`src/sv/fem_pkg.sv`:
```
// ----------------------------------------------------------------------------
// fem_pkg
// Shared types and codes for the feature exclusion mask block.
// ----------------------------------------------------------------------------
package fem_pkg;

  // Field widths fixed by the item formats
  localparam int unsigned DIM_W   = 11;  // active width / height registers
  localparam int unsigned HALF_W  = 5;   // patch_half register
  localparam int unsigned COORD_W = 14;  // signed working width for mark bounds
  localparam int unsigned CFG_IDX_W  = 2;
  localparam int unsigned CFG_DATA_W = 11;

  // Operation codes carried in the op field
  typedef enum logic [1:0] {
    OP_NEW_FRAME = 2'd0,
    OP_MARK      = 2'd1,
    OP_READ      = 2'd2
  } op_e;

  // Configuration register indexes
  typedef enum logic [CFG_IDX_W-1:0] {
    CFG_IMG_W      = 2'd0,
    CFG_IMG_H      = 2'd1,
    CFG_PATCH_HALF = 2'd2
  } cfg_idx_e;

  // Controller states
  typedef enum logic [2:0] {
    ST_CLEAR,
    ST_IDLE,
    ST_MSETUP,
    ST_MFIRST,
    ST_MLOOP,
    ST_MEND,
    ST_RDMEM,
    ST_RESP
  } state_e;

  // Input item
  typedef struct packed {
    logic [1:0]         op;
    logic signed [11:0] point_x;
    logic signed [11:0] point_y;
    logic [9:0]         read_row;
    logic [3:0]         read_word;
  } in_item_t;

  // Result item
  typedef struct packed {
    logic [63:0] mask_word;
    logic [9:0]  word_row;
    logic [3:0]  word_index;
  } out_item_t;

  // Controller to datapath commands
  typedef struct packed {
    logic load;      // capture accepted item
    logic clr_wr;    // write one all-ones row of the clearing sweep
    logic setup;     // latch mark bounds
    logic mark_rd;   // read next row of the mark
    logic mark_wr;   // write back previous row with patch cleared
    logic rd_issue;  // read row for a read item
    logic out_load;  // load result register
  } dp_cmd_t;

  // Datapath to controller status
  typedef struct packed {
    logic clr_done;   // sweep at last row
    logic skip;       // mark point outside active image or in its first row or column
    logic last_issue; // row being read is the last of the patch
  } dp_sts_t;

endpackage

```
`src/sv/fem_ctrl.sv`:
```
// ----------------------------------------------------------------------------
// fem_ctrl
// Sequencer for clearing sweeps, patch marks and word reads.
// ----------------------------------------------------------------------------
module fem_ctrl (
  input  logic             clk_i,
  input  logic             rst_ni,
  input  logic             in_valid_i,
  output logic             in_stall_o,
  input  logic [1:0]       in_op_i,
  output logic             out_valid_o,
  input  logic             out_stall_i,
  output fem_pkg::dp_cmd_t cmd_o,
  input  fem_pkg::dp_sts_t sts_i
);
  import fem_pkg::*;

  state_e state_q, state_d;
  logic   out_valid_q, out_valid_d;
  logic   in_acc;

  assign in_stall_o  = (state_q != ST_IDLE);
  assign in_acc      = in_valid_i && !in_stall_o;
  assign out_valid_o = out_valid_q;

  // State and result-valid registers; reset starts a clearing sweep
  always_ff @(posedge clk_i or negedge rst_ni) begin
    if (!rst_ni) begin
      state_q     <= ST_CLEAR;
      out_valid_q <= 1'b0;
    end else begin
      state_q     <= state_d;
      out_valid_q <= out_valid_d;
    end
  end

  // Next state and commands
  always_comb begin
    state_d = state_q;
    cmd_o   = '0;
    unique case (state_q)
      ST_CLEAR: begin
        cmd_o.clr_wr = 1'b1;
        if (sts_i.clr_done) state_d = ST_IDLE;
      end
      ST_IDLE: begin
        cmd_o.load = in_acc;
        if (in_acc) begin
          unique case (in_op_i)
            OP_NEW_FRAME: state_d = ST_CLEAR;
            OP_MARK:      state_d = ST_MSETUP;
            OP_READ:      state_d = ST_RDMEM;
            default:      state_d = ST_IDLE;
          endcase
        end
      end
      ST_MSETUP: begin
        cmd_o.setup = 1'b1;
        state_d = sts_i.skip ? ST_IDLE : ST_MFIRST;
      end
      ST_MFIRST: begin
        cmd_o.mark_rd = 1'b1;
        state_d = sts_i.last_issue ? ST_MEND : ST_MLOOP;
      end
      ST_MLOOP: begin
        cmd_o.mark_rd = 1'b1;
        cmd_o.mark_wr = 1'b1;
        state_d = sts_i.last_issue ? ST_MEND : ST_MLOOP;
      end
      ST_MEND: begin
        cmd_o.mark_wr = 1'b1;
        state_d = ST_IDLE;
      end
      ST_RDMEM: begin
        cmd_o.rd_issue = 1'b1;
        state_d = ST_RESP;
      end
      ST_RESP: begin
        // wait for the result register to free up
        if (!out_valid_q || !out_stall_i) begin
          cmd_o.out_load = 1'b1;
          state_d = ST_IDLE;
        end
      end
      default: state_d = ST_IDLE;
    endcase
  end

  // Result valid: set on load, cleared when taken
  always_comb begin
    out_valid_d = out_valid_q;
    if (out_valid_q && !out_stall_i) out_valid_d = 1'b0;
    if (cmd_o.out_load) out_valid_d = 1'b1;
  end

endmodule

```
`config.mk`:
```
export PLATFORM = sky130hd
export DESIGN_NAME = fem_ctrl
export DESIGN_NICKNAME = d
export VERILOG_FILES = /design/src/sv/fem_pkg.sv /design/src/sv/fem_ctrl.sv
export SDC_FILE = /design/constraint.sdc
export NUM_CORES = 1
export LEC_CHECK = 0
export BUFFER_PORTS_ARGS = -buffer_cell sky130_fd_sc_hd__buf_2
export CAP_MARGIN = 25
export CELL_PAD_IN_SITES_DETAIL_PLACEMENT = 1
export CELL_PAD_IN_SITES_GLOBAL_PLACEMENT = 1
export CORE_UTILIZATION = 24
export CTS_CLUSTER_SIZE = 24
export DETAILED_ROUTE_END_ITERATION = 12
export GPL_ROUTABILITY_DRIVEN = 0
export PLACE_DENSITY = 0.79
export SYNTH_ARGS = -nofsm -noshare
export SYNTH_HDL_FRONTEND = slang
export SYNTH_SLANG_ARGS = --single-unit
```
`constraint.sdc`:
```
create_clock -name clk_i -period 1.25 [get_ports clk_i]
set_input_delay 0.25 -clock clk_i [delete_from_list [all_inputs] [get_ports clk_i]]
set_output_delay 0.25 -clock clk_i [all_outputs]
set_load 0.05 [all_outputs]
```
==> flow_results.org, run 1 <==
** Worst hold path
- Worst hold path stage count :: 3
- Class of the tightest hold or removal check :: in2reg
- Hold wc startpoint :: out_stall_i
- Worst Hold End :: out_valid_o

** Clock tree
- TritonCTS built the clock tree.
- The number of clock buffers added by TritonCTS is 3.
- CTS Buffer Depth :: 2
- Clock Sinks :: 4
- After clock tree synthesis, the clock-pin slew on the worst setup and hold paths is 0.05 ns.
- The clock reaches the later pin of the worst-skew pair after 0.24 ns.
- In this run the number of H-tree levels came out at 1.
- The cell sitting at the root of the clock tree is a clkbuf_4.

** Routing
- Remaining design rule violation count :: 0
- Met1 wire length :: 497 µm
- Wire length reported by the detailed router :: 1167 µm
- Using the TritonRoute via totals, the vias-per-cell ratio works out to 4.624.
- Top sig layer :: met3
- Summing over every cut layer, the via total after detailed routing is 393.
- In the detailed route, the total length drawn on met2 is 638 µm.
- In this run, the number of DRC markers left after iteration 0 of detailed routing was 1.
- The first detailed-routing pass ran for 2 iterations.
- Routed wire length per instance :: 13.73 µm
- Met3 layer wire length in the routed design :: 32 µm
- The count of nets left with antenna violations once routing finished came out at 0.

** STA
- For the pin with the worst max-slew slack, the measured transition is 0.2468 ns.
- Fmax :: 684.2 MHz
- The worst path in the final design needs a cycle of 1.462 ns, including I/O delays and setup.
- Headroom to the max-slew limit came out at 83.66%.
- Between clock sinks in the finished design, the worst skew comes to 0.01150 ns.
- Final TNS setup :: -1.591 ns
- In the post-route analysis, the smallest setup slack over all paths is -0.2116 ns.
- Number of pins exceeding their max-slew limit in the final report :: 0
- RSZ-0062 raised after global routing :: yes
- Final Hold Viols :: 0
- Of the available clock period, the critical path in the final layout requires 116.9%.
- Total setup violations reported at the end of the flow :: 9

** Synth
- Commonest register cell after synthesis :: dfrtp_1
- Synthesis Warnings :: 0
- Post-Syn Area per Cell :: 8.149 µm²
- In this run, synthesis produced a sequential element count of 4.
- Net count after synthesis :: 50
- Synth Instances :: 39
- Top cells by area, synth :: dfrtp_1 31%, ha_1 7.9%, a22o_1 5.5%
- The largest total area in the synthesized netlist belongs to dfrtp_1.
- Of the synthesized area, sequential elements account for 31.50%.
- Post-synthesis instance area :: 317.8 µm²
- List of most frequent post-synthesis cells :: 4 x dfrtp_1, 4 x inv_1, 3 x nand2_1
- Of all flip-flops after synthesis, the portion carrying an async set or reset was 100.0%.
- Of the post-synthesis cell area, the dominant cell type holds 31.50%.
- Number of enable-type register cells in the synthesized netlist :: 0
- After synthesis, the netlist uses 23 different library cells.

** Power and ir drop
- Combinational logic is responsible for 75.5% of the overall power.
- Portion of total power attributed to sequential cells :: 15.6%
- Power density over cell area :: 2700 mW/mm²
- Net Switching :: 925.1 µW
- Leakage dissipation :: 0.0003514 µW
- The internal power of the cells totals 969.8 µW.
- Net switching is 48.82% of the power.
- IR analysis of the VDD net gives a maximum drop of 0.001422 V.
- In this run, the clock network consumes 8.9% of the power.

** Worst setup path
- Kind of start point of the critical path :: flip-flop
- R2R cell count :: 4
- Maximum fanout along the worst path :: 8
- The endpoint identified for the worst register-to-register timing path is state_q[0].
- Nature of the critical path endpoint :: output pin
- R2R Path Start :: state_q[0]
- The setup path with the least slack is of type reg2out.
- Register-to-register path setup slack :: -0.12 ns
- For the worst setup path, the data required time is 1.00 ns.
- For the worst setup path, the data arrival time is 1.21 ns.

** Floorplan
- Standard-cell rows :: 12
- The die is 38.39 µm tall.
- Chip Width :: 38.39 µm
- For this configuration, the core starts out at a cell density of 27.14%.
- Die ar. :: 0.001474 mm²
- Number of ports placed on the die boundary :: 18
- The core region is 0.001171 mm².

** GRT
- The first global-routing pass estimated 1676 µm of wire.
- Entering global routing, the biggest net connects 9 pins.
- The number of antenna violations at the first check in global routing was 0.
- The number of global-route vias before repair was 381.
- Global router's overall resource usage :: 17.45%
- Overall overflow remaining after global route :: 0

** Final layout
- The filler cells instantiated in the layout total 129.
- P&R area growth vs syn :: 120.9%
- The number of antenna diodes in the final layout is 0.
- Post-route design area :: 701.9 µm²
- In the final design database the tool counted 84 nets.
- Share of post-route cells with drive strength above 1 :: 74.65%

** Placed design
- During placement, the flow inserted port buffers numbering 17.
- Half-perimeter wire length after placement :: 737.9 µm
- Area post-placement :: 525.5 µm²

** Flow run
- Max-cap violations in this run came to 0.

** Run status
- The flow ran to the end, but the final reports show violations.
- The checks that failed: negative setup slack.
## critical path, cell delays in order (launching register included)
cell and delay [ns]:
dfrtp_2 0.47, nor2_2 0.15, and3_2 0.21, buf_6 0.16
## power by group through the flow
stage / clock network [µW] / registers [µW] / logic (µW)
6_report: 168 / 296 / 1430
2_1_floorplan: 0 / 223 / 800
4_1_cts: 155 / 278 / 1380
3_5_place_dp: 0 / 268 / 1080
5_1_grt: 172 / 304 / 1510
3_3_place_gp: 0 / 265 / 1060
## cells in the final DEF (no fill, tap or decap), types with 2 or more instances in the layout
| master | synthesis | layout |
|---|---|---|
| buf_6 | 1 | 11 |
| buf_4 | 1 | 11 |
| buf_2 | 2 | 9 |
| nand2_1 | 3 | 3 |
| inv_1 | 4 | 3 |
| clkbuf_4 | 0 | 3 |
| dfrtp_2 | 0 | 3 |
| nor3b_4 | 0 | 2 |
| inv_2 | 1 | 2 |
| nand3_2 | 0 | 2 |
| a31oi_1 | 2 | 2 |
| o22ai_1 | 2 | 2 |
| a22o_1 | 2 | 2 |
| ha_1 | 2 | 2 |
## cell families after synthesis
logic type               count (synthesis)  share of synthesized area (%)
adder cells (fa/ha/maj)                  2                          7.873
AO/OA/AOI/OAI                           10                          22.04
AND/OR/NAND/NOR                         14                          23.62
buffers and inverters                    9                          14.96
flip-flops                               4                          31.50
## per-layer routing
metal | track usage, % | up-vias
met5 | 0 | -
met4 | 7.759 | 0
met3 | 3.488 | 0
met2 | 30.51 | 10
met1 | 20.28 | 180
li1 | - | 203
## what timing repair did
item,4_1_cts,5_1_grt
setup buffers,5,0
gates cloned,0,0
pin swaps,3,1
hold buffers,1,0
endpoints found under the setup margin,9,9
resized for setup,26,5
hold endpoints to repair,4,0
## cell type report
cell class,instances,area (µm²),area share (%)
Timing Repair Buffer,33,281.5,40.11
Multi-Input combinational cell,26,257.7,36.72
Sequential cell,4,103.9,14.80
Clock buffer,3,22.52,3.209
Inverter,5,18.77,2.674
Tap cell,14,17.52,2.496
## how the worst max path moves through the flow
| stage | start | end | slack (ns) | cells past startpoint |
|---|---|---|---|---|
| after floorplan | state_q[1] | cmd_o[3] | -0.06 | 3 |
| after global placement | state_q[2] | cmd_o[4] | -0.07 | 3 |
| after detailed placement | state_q[0] | cmd_o[0] | -0.13 | 3 |
| after CTS | state_q[0] | cmd_o[4] | -0.19 | 3 |
| after global routing | state_q[2] | cmd_o[4] | -0.25 | 3 |
| final | state_q[1] | cmd_o[6] | -0.21 | 3 |
## sequential cells by signal (all words and copies together) (netlist names)
signal and cells:
out_valid_o 1, state_q 3
## per-stage QoR
stage / hold WS, ns / worst slack (ns) / total power, µW / util, % / std cells
final: 0.3120 / -0.2116 / 1895 / 59.94 / 85
after global routing: 0.3553 / -0.2456 / 1984 / 59.94 / 85
after CTS: 0.3129 / -0.1880 / 1808 / 57.69 / 85
after detailed placement: 0.05709 / -0.1308 / 1346 / 44.87 / 76
after global placement: 0.05421 / -0.06918 / 1328 / 44.87 / 76
after floorplan: -0.04559 / -0.05906 / 1023 / - / 39
Power figures use the tool's default switching activity.
==> inputs of run 2 (changes only) <==
- clock period: 1.25 -> 1.28 ns (I/O delays scaled with it)
==> run 2 against run 1 <==
The run still ends with negative setup slack left; power decreased by 6.4%; worst hold slack improved by 0.015 ns; flip-flop and latch count unchanged; global-route usage down 0.93 points; clock power fell by 14%; count of clock-buffer cells in the layout unchanged; critical path depth stayed put; utilization shrank 3.0 points; clock skew shrank 0.011 ns.
==> flow_results.org, run 2 (synthesis results as in run 1) <==
** GRT
- The number of antenna violations at the first check in global routing was 0 (unchanged).
- The overflow left after global routing is 0 (unchanged).
- The global-route wire length before repair came to 1683 µm (+0.42%).
- Global router's overall resource usage :: 16.52% (-0.93 points)
- The maximum number of pins on one net before global-route repair came to 9 (unchanged).
- Via count of the first global-routing pass :: 379 (-0.52%)

** Clock tree
- Clock Sinks :: 4 (unchanged)
- The clock edge transition at the registers on the reported setup and hold paths came to 0.03 ns (-0.02 ns).
- The CTS buffer count is 3 (unchanged).
- H-tree depth :: 1 (unchanged)
- Clock tree from TritonCTS :: done
- Clk Tree Root Cell :: clkbuf_4
- The latest clock arrival within the worst-skew pair was 0.22 ns (-0.02 ns).
- CTS Buffer Depth :: 2 (unchanged)

** STA
- The worst slew margin relative to its limit is 83.22% (-0.44 points).
- The slew at the pin with the worst max-slew slack was 0.2535 ns (+0.006678 ns).
- Final Hold Viols :: 0 (unchanged)
- The final number of setup-violating endpoints is 9 (unchanged).
- Number of pins exceeding their max-slew limit in the final report :: 0 (unchanged)
- Based on the critical path, the design can be clocked at up to 688.4 MHz.
- Part of the cycle the worst path needs :: 113.5%
- Setup repair after global routing could not meet its margin everywhere.
- The final worst hold slack came to 0.3275 ns (+0.01542 ns).
- Final worst path period need :: 1.453 ns
- Final Skew :: 0.0006326 ns (-0.01087 ns)
- The setup slack of the critical path after layout came to -0.1727 ns (+0.03884 ns).

** Routing
- Number of iterations in the first detailed-routing pass :: 3 (+1)
- The number of nets with antenna violations after detailed routing came to 0 (unchanged).
- The mean routed wirelength per cell was 12.55 µm (-8.6%).
- The initial DRC count is 2 (+1).
- The total detailed-routing wirelength is 1042 µm (-11%).
- The number of vias after detailed routing was 389 (-1.0%).
- Remaining design rule violation count :: 0 (unchanged)
- Routed vias/inst :: 4.687 (+1.4%)

** Worst setup path
- R2R cell count :: 3 (-1)
- Category of the most critical setup path :: reg2out
- The arrival time of the worst setup path came to 1.20 ns (about the same).
- The worst setup path is captured at an output pin.
- R2R Path Start :: state_q[1]
- The largest fanout on the critical path was 6 (-2).
- The flop-to-flop setup slack was -0.01 ns (+0.11 ns).
- CP Data Required Time :: 1.02 ns (+0.02 ns)
- STA classifies the critical path startpoint as a flip-flop.
- The worst register-to-register path ends at state_q[0].

** Floorplan
- Number of ports placed on the die boundary :: 18 (unchanged)
- The die extent in y is 38.39 µm (unchanged).
- Die ar. :: 0.001474 mm² (unchanged)
- Effective utilization at floorplan :: 27.14% (unchanged)
- The placeable core area is 0.001171 mm² (unchanged).
- The die width was 38.39 µm (unchanged).
- The row count came to 12 (unchanged).

** Worst hold path
- Class of the tightest hold or removal check :: in2reg
- Hold wc startpoint :: out_stall_i
- The path with the worst hold slack has its endpoint at out_valid_o.
- Worst hold path stage count :: 3 (unchanged)

** Final layout
- P&R area growth vs syn :: 109.8%
- The antenna diode count came to 0 (unchanged).
- Commonest cells after routing, fill and taps aside :: 12 x buf_6, 9 x buf_2, 8 x buf_4
- Leading cell type in the layout, fill and taps excluded :: buf_6
- The number of nets in the final layout is 82 (-2.4%).
- Share of post-route cells with drive strength above 1 :: 69.57% (-5.1 points)
- The number of flip-flops under the largest register name was 3 (unchanged).
- Ranked by flip-flop count, first place goes to state_q.
- The number of fillers in the final layout came to 142 (+10%).

** Flow run
- The number of violations of the max-capacitance limit came to 0 (unchanged).

** Power and ir drop
- Final Total Pwr :: 1773 µW (-6.4%)
- Peak supply drop :: 0.001022 V (-28%)
- The cell leakage power is 0.0003362 µW (-4.4%).
- The total power per unit cell area came to 2659 mW/mm² (-1.5%).

** Placed design
- Half-perimeter wire length after placement :: 701 µm (-5.0%)
- Buffers on Ports :: 17 (unchanged)

** Run status
- The flow ran to the end, but the final reports show violations.
- Failing checks :: negative setup slack
run 2: worst max-delay path: stages (launching register included):
cell and delay, ns:
dfrtp_2 0.44, buf_6 0.14, nor3b_4 0.21, buf_6 0.18
run 2: worst max path at each step:
stage | startpoint | end | slack [ns]
2_1_floorplan | state_q[1] | cmd_o[3] | -0.04
3_3_place_gp | state_q[2] | cmd_o[4] | -0.05
3_5_place_dp | state_q[1] | cmd_o[3] | -0.08
4_1_cts | state_q[2] | cmd_o[4] | -0.16
5_1_grt | state_q[0] | cmd_o[1] | -0.22
6_report | state_q[0] | cmd_o[1] | -0.17
run 2: report_power, final:
part / leakage, µW / internal [µW] / switching (µW)
sequential: 0.0000474 / 179 / 103
clock: 0.0000138 / 104 / 40.5
combinational: 0.000275 / 638 / 708
run 2: final cells by class:
type	instances	area, µm²	share of cell area [%]
flip-flops and latches	4	103.9	15.57
repair buffers	31	265.3	39.77
well taps	14	17.52	2.627
inverters	5	21.27	3.189
multi-input cells	26	236.5	35.46
clock buffers	3	22.52	3.377
run 2: metal layers:
layer	part of all wire [%]	GRT usage [%]
met1	40	19.35
met2	57	31.78
met3	3.3	0.5814
met4	0	5.172
met5	0	0
run 2: through the flow:
step,cells,area (µm²),util [%],setup TNS [ns],worst slack [ns]
finish,83,666.9,56.94,-1.139,-0.1727
floorplan,39,372.9,-,-0.07558,-0.03506
CTS,83,653.1,55.77,-1.121,-0.1599
detailed placement,76,513.0,43.80,-0.3430,-0.08274
global route,83,666.9,56.94,-1.572,-0.2201
global placement,76,513.0,43.80,-0.1663,-0.04882
run 2: timing repair:
| item | 4_1_cts | 5_1_grt |
|---|---|---|
| gates resized for setup | 27 | 5 |
| pin swaps | 1 | 1 |
| buffers inserted | 3 | 0 |
| hold endpoints to repair | 4 | 0 |
| endpoints found under the setup margin | 9 | 9 |
| hold buffers | 1 | 0 |
==> inputs of run 3 (changes only) <==
- CORE_MARGIN: default -> 2
- MAX_ROUTING_LAYER: default -> met4
- SKIP_LAST_GASP: default -> 1
==> run 3 against run 2 <==
Cell area rose by 7.7%; the run still ends with negative setup slack left; clock power rose by 13%; combinational power rose by 12%; worst hold slack got worse by 0.019 ns; die area rose by 11%; register-to-register slack got worse by 0.16 ns; via count rose by 12%; largest power group unchanged; power rose by 10%.
==> flow_results.org, run 3 (synthesis results as in run 1) <==
** Run status
- Outcome :: complete, but fails checks
- The checks that failed: negative setup slack.

** Worst setup path
- Largest stage delay, worst path :: 0.46 ns (+0.02 ns)
- The worst setup path is of the reg2out kind.
- STA classifies the critical path startpoint as a flip-flop.
- Among the stages of the critical path, the cell type that occurs most often is buf_6.
- Arrival time at the worst endpoint :: 1.20 ns (about the same)
- CP Data Required Time :: 1.02 ns (about the same)
- Worst path cell trace :: buf_6 -> nor3b_4 -> buf_6
- R2R cell count :: 4 (+1)
- The flop-to-flop setup slack was -0.17 ns (-0.16 ns).
- The largest fanout on the critical path is 6 (unchanged).
- The endpoint identified for the worst register-to-register timing path is state_q[0].
- Nature of the critical path endpoint :: output pin
- In this run the critical register-to-register path is launched from state_q[1].
- For this design, the slowest cell found on the critical path is dfrtp_2.

** Floorplan
- The die outline area was 0.001631 mm² (+11%).
- The placeable core area was 0.001269 mm² (+8.3%).
- The die width came to 40.39 µm (+5.2%).
- Effective utilization at floorplan :: 25.05% (-2.1 points)
- Vertical die dimension :: 40.39 µm (+5.2%)
- The row count came to 13 (+1).
- Number of ports placed on the die boundary :: 18 (unchanged)

** Clock tree
- Clock Sinks :: 4 (unchanged)
- H-tree depth :: 1 (unchanged)
- Clock tree from TritonCTS :: done
- Clock-pin slew on the worst setup and hold paths :: 0.04 ns (about the same)
- Worst skew pair latency :: 0.24 ns (+0.02 ns)
- Number of buffers inserted during clock tree synthesis :: 3 (unchanged)
- CTS Buffer Depth :: 2 (unchanged)
- Clk Tree Root Cell :: clkbuf_4

** Routing
- The number of vias after detailed routing was 435 (+12%).
- Remaining design rule violation count :: 0 (unchanged)
- The total detailed-routing wirelength is 1300 µm (+25%).
- The number of nets with antenna violations after detailed routing came to 0 (unchanged).
- The mean routed wirelength per cell is 14.77 µm (+18%).
- The initial DRC count is 0 (-2).
- The first-pass iteration count of the detailed router is 1 (-2).
- Routed vias/inst :: 4.943 (+5.5%)

** STA
- Total setup violations reported at the end of the flow :: 9 (unchanged)
- Fmax :: 685.1 MHz (-0.48%)
- Final Hold Viols :: 0 (unchanged)
- The clock tree skew after final layout was 0.008186 ns (+0.007553 ns).
- The ratio of final minimum period to clock period was 114.0% (+0.54 points).
- The slew at the pin with the worst max-slew slack came to 0.2692 ns (+0.01578 ns).
- WHS :: 0.3087 ns (-0.01881 ns)
- The worst slew margin relative to its limit was 82.17% (-1.0 points).
- The shortest clock period the worst path allows after layout was 1.460 ns (+0.006939 ns).
- Number of pins exceeding their max-slew limit in the final report :: 0 (unchanged)
- The setup slack of the critical path after layout was -0.1797 ns (-0.006939 ns).
- Setup repair after global routing could not meet its margin everywhere.

** GRT
- Via count of the first global-routing pass :: 454 (+20%)
- Wire length of the first global-routing pass :: 2042 µm (+21%)
- The maximum number of pins on one net before global-route repair was 7 (-2).
- Overall overflow remaining after global route :: 0 (unchanged)
- The total routing resource utilization after global routing is 20.79% (+4.3 points).
- The number of antenna violations at the first check in global routing came to 0 (unchanged).

** Power and ir drop
- The net switching power figure is 942.8 µW (+11%).
- Power share of the clock group :: 8.4% (+0.2 points)
- The relative contribution of combinational cells to total power is 77.5% (+1.5 points).
- Switching Fraction :: 48.27% (+0.23 points)
- The highest ir drop seen on vdd was 0.0009653 V (-5.6%).
- The total power of the final layout came to 1953 µW (+10%).
- Leakage dissipation :: 0.0003631 µW (+8.0%)
- Internal power :: 1010 µW (+9.7%)
- Power density over cell area :: 2720 mW/mm² (+2.3%)
- The sequential cell fraction of total power is 14.1% (-1.8 points).

** Final layout
- P&R area growth vs syn :: 126.0%
- Biggest register :: state_q
- Inserted Diodes :: 0 (unchanged)
- The number of fillers in the final layout was 150 (+5.6%).
- Leaving out fill and tap cells, the most frequent cells in the layout are 12 x buf_6, 11 x buf_4, 9 x buf_2, 4 x inv_1.
- The library cell used most frequently in the layout, excluding fill and tap cells, is buf_6.
- The number of flip-flops under the largest register name was 3 (unchanged).
- The number of nets in the final layout came to 86 (+4.9%).
- Share of post-route cells with drive strength above 1 :: 72.60% (+3.0 points)

** Worst hold path
- Worst hold path stage count :: 3 (unchanged)
- Worst Hold End :: out_valid_o
- Class of the tightest hold or removal check :: in2reg
- Hold wc startpoint :: out_stall_i

** Placed design
- The post-DP HPWL came to 694.9 µm (-0.87%).
- The number of input and output port buffers inserted was 17 (unchanged).
- The setup slack at placement came to -0.07794 ns (+0.004807 ns).

** Flow run
- The number of violations of the max-capacitance limit is 0 (unchanged).
[run 3: worst max path at each step]
stage / cells after the start / end / start / slack (ns)
4_1_cts: 3 / cmd_o[4] / state_q[2] / -0.17
2_1_floorplan: 3 / cmd_o[3] / state_q[1] / -0.04
3_5_place_dp: 3 / cmd_o[3] / state_q[1] / -0.08
3_3_place_gp: 3 / cmd_o[3] / state_q[1] / -0.06
6_report: 3 / cmd_o[4] / state_q[2] / -0.18
5_1_grt: 3 / cmd_o[6] / state_q[2] / -0.24
[run 3: worst max-delay path, delay by kind of cell, from the launching register on]
family	cells	cell delay [ns]
DFF	1	0.46
buffers and inverters	2	0.33
and+or+nand+nor	1	0.17
[run 3: layer usage]
metal | share of wire [%] | GRT usage [%] | vias up
li1 | - | - | 205
met1 | 37 | 20.07 | 212
met2 | 57 | 36.11 | 14
met3 | 3.3 | 4.444 | 4
met4 | 2.4 | 15.00 | 0
met5 | 0 | - | -
[run 3: what timing repair did]
item,in CTS,in global routing
hold buffers,1,0
pin swaps,2,3
hold endpoints to repair,4,0
resized for setup,33,5
setup endpoints to repair,9,9
setup buffers,6,0
[run 3: power by group through the flow]
stage               combinational (µW)  clock [µW]  sequential (µW)
floorplan                          785           0              218
global placement                  1030           0              260
detailed placement                1040           0              267
CTS                               1400         163              267
global route                      1600         182              282
finish                            1510         164              276
[run 3: final cells by class]
cell class / count / area (µm²) / share of cell area, %
well taps: 15 / 18.77 / 2.613
repair buffers: 35 / 302.8 / 42.16
inverters: 5 / 18.77 / 2.613
clock buffers: 3 / 22.52 / 3.136
flip-flops and latches: 4 / 103.9 / 14.46
multi-input cells: 26 / 251.5 / 35.02
[run 3: metrics by stage]
| step | util, % | area (µm²) | setup TNS (ns) | std cells |
|---|---|---|---|---|
| 2_1_floorplan | - | 372.9 | -0.07558 | 39 |
| 3_3_place_gp | 41.12 | 521.8 | -0.2259 | 78 |
| 3_5_place_dp | 41.12 | 521.8 | -0.3373 | 78 |
| 5_1_grt | 56.61 | 718.2 | -1.937 | 88 |
| 4_1_cts | 55.13 | 699.4 | -1.246 | 88 |
| 6_report | 56.61 | 718.2 | -1.444 | 88 |
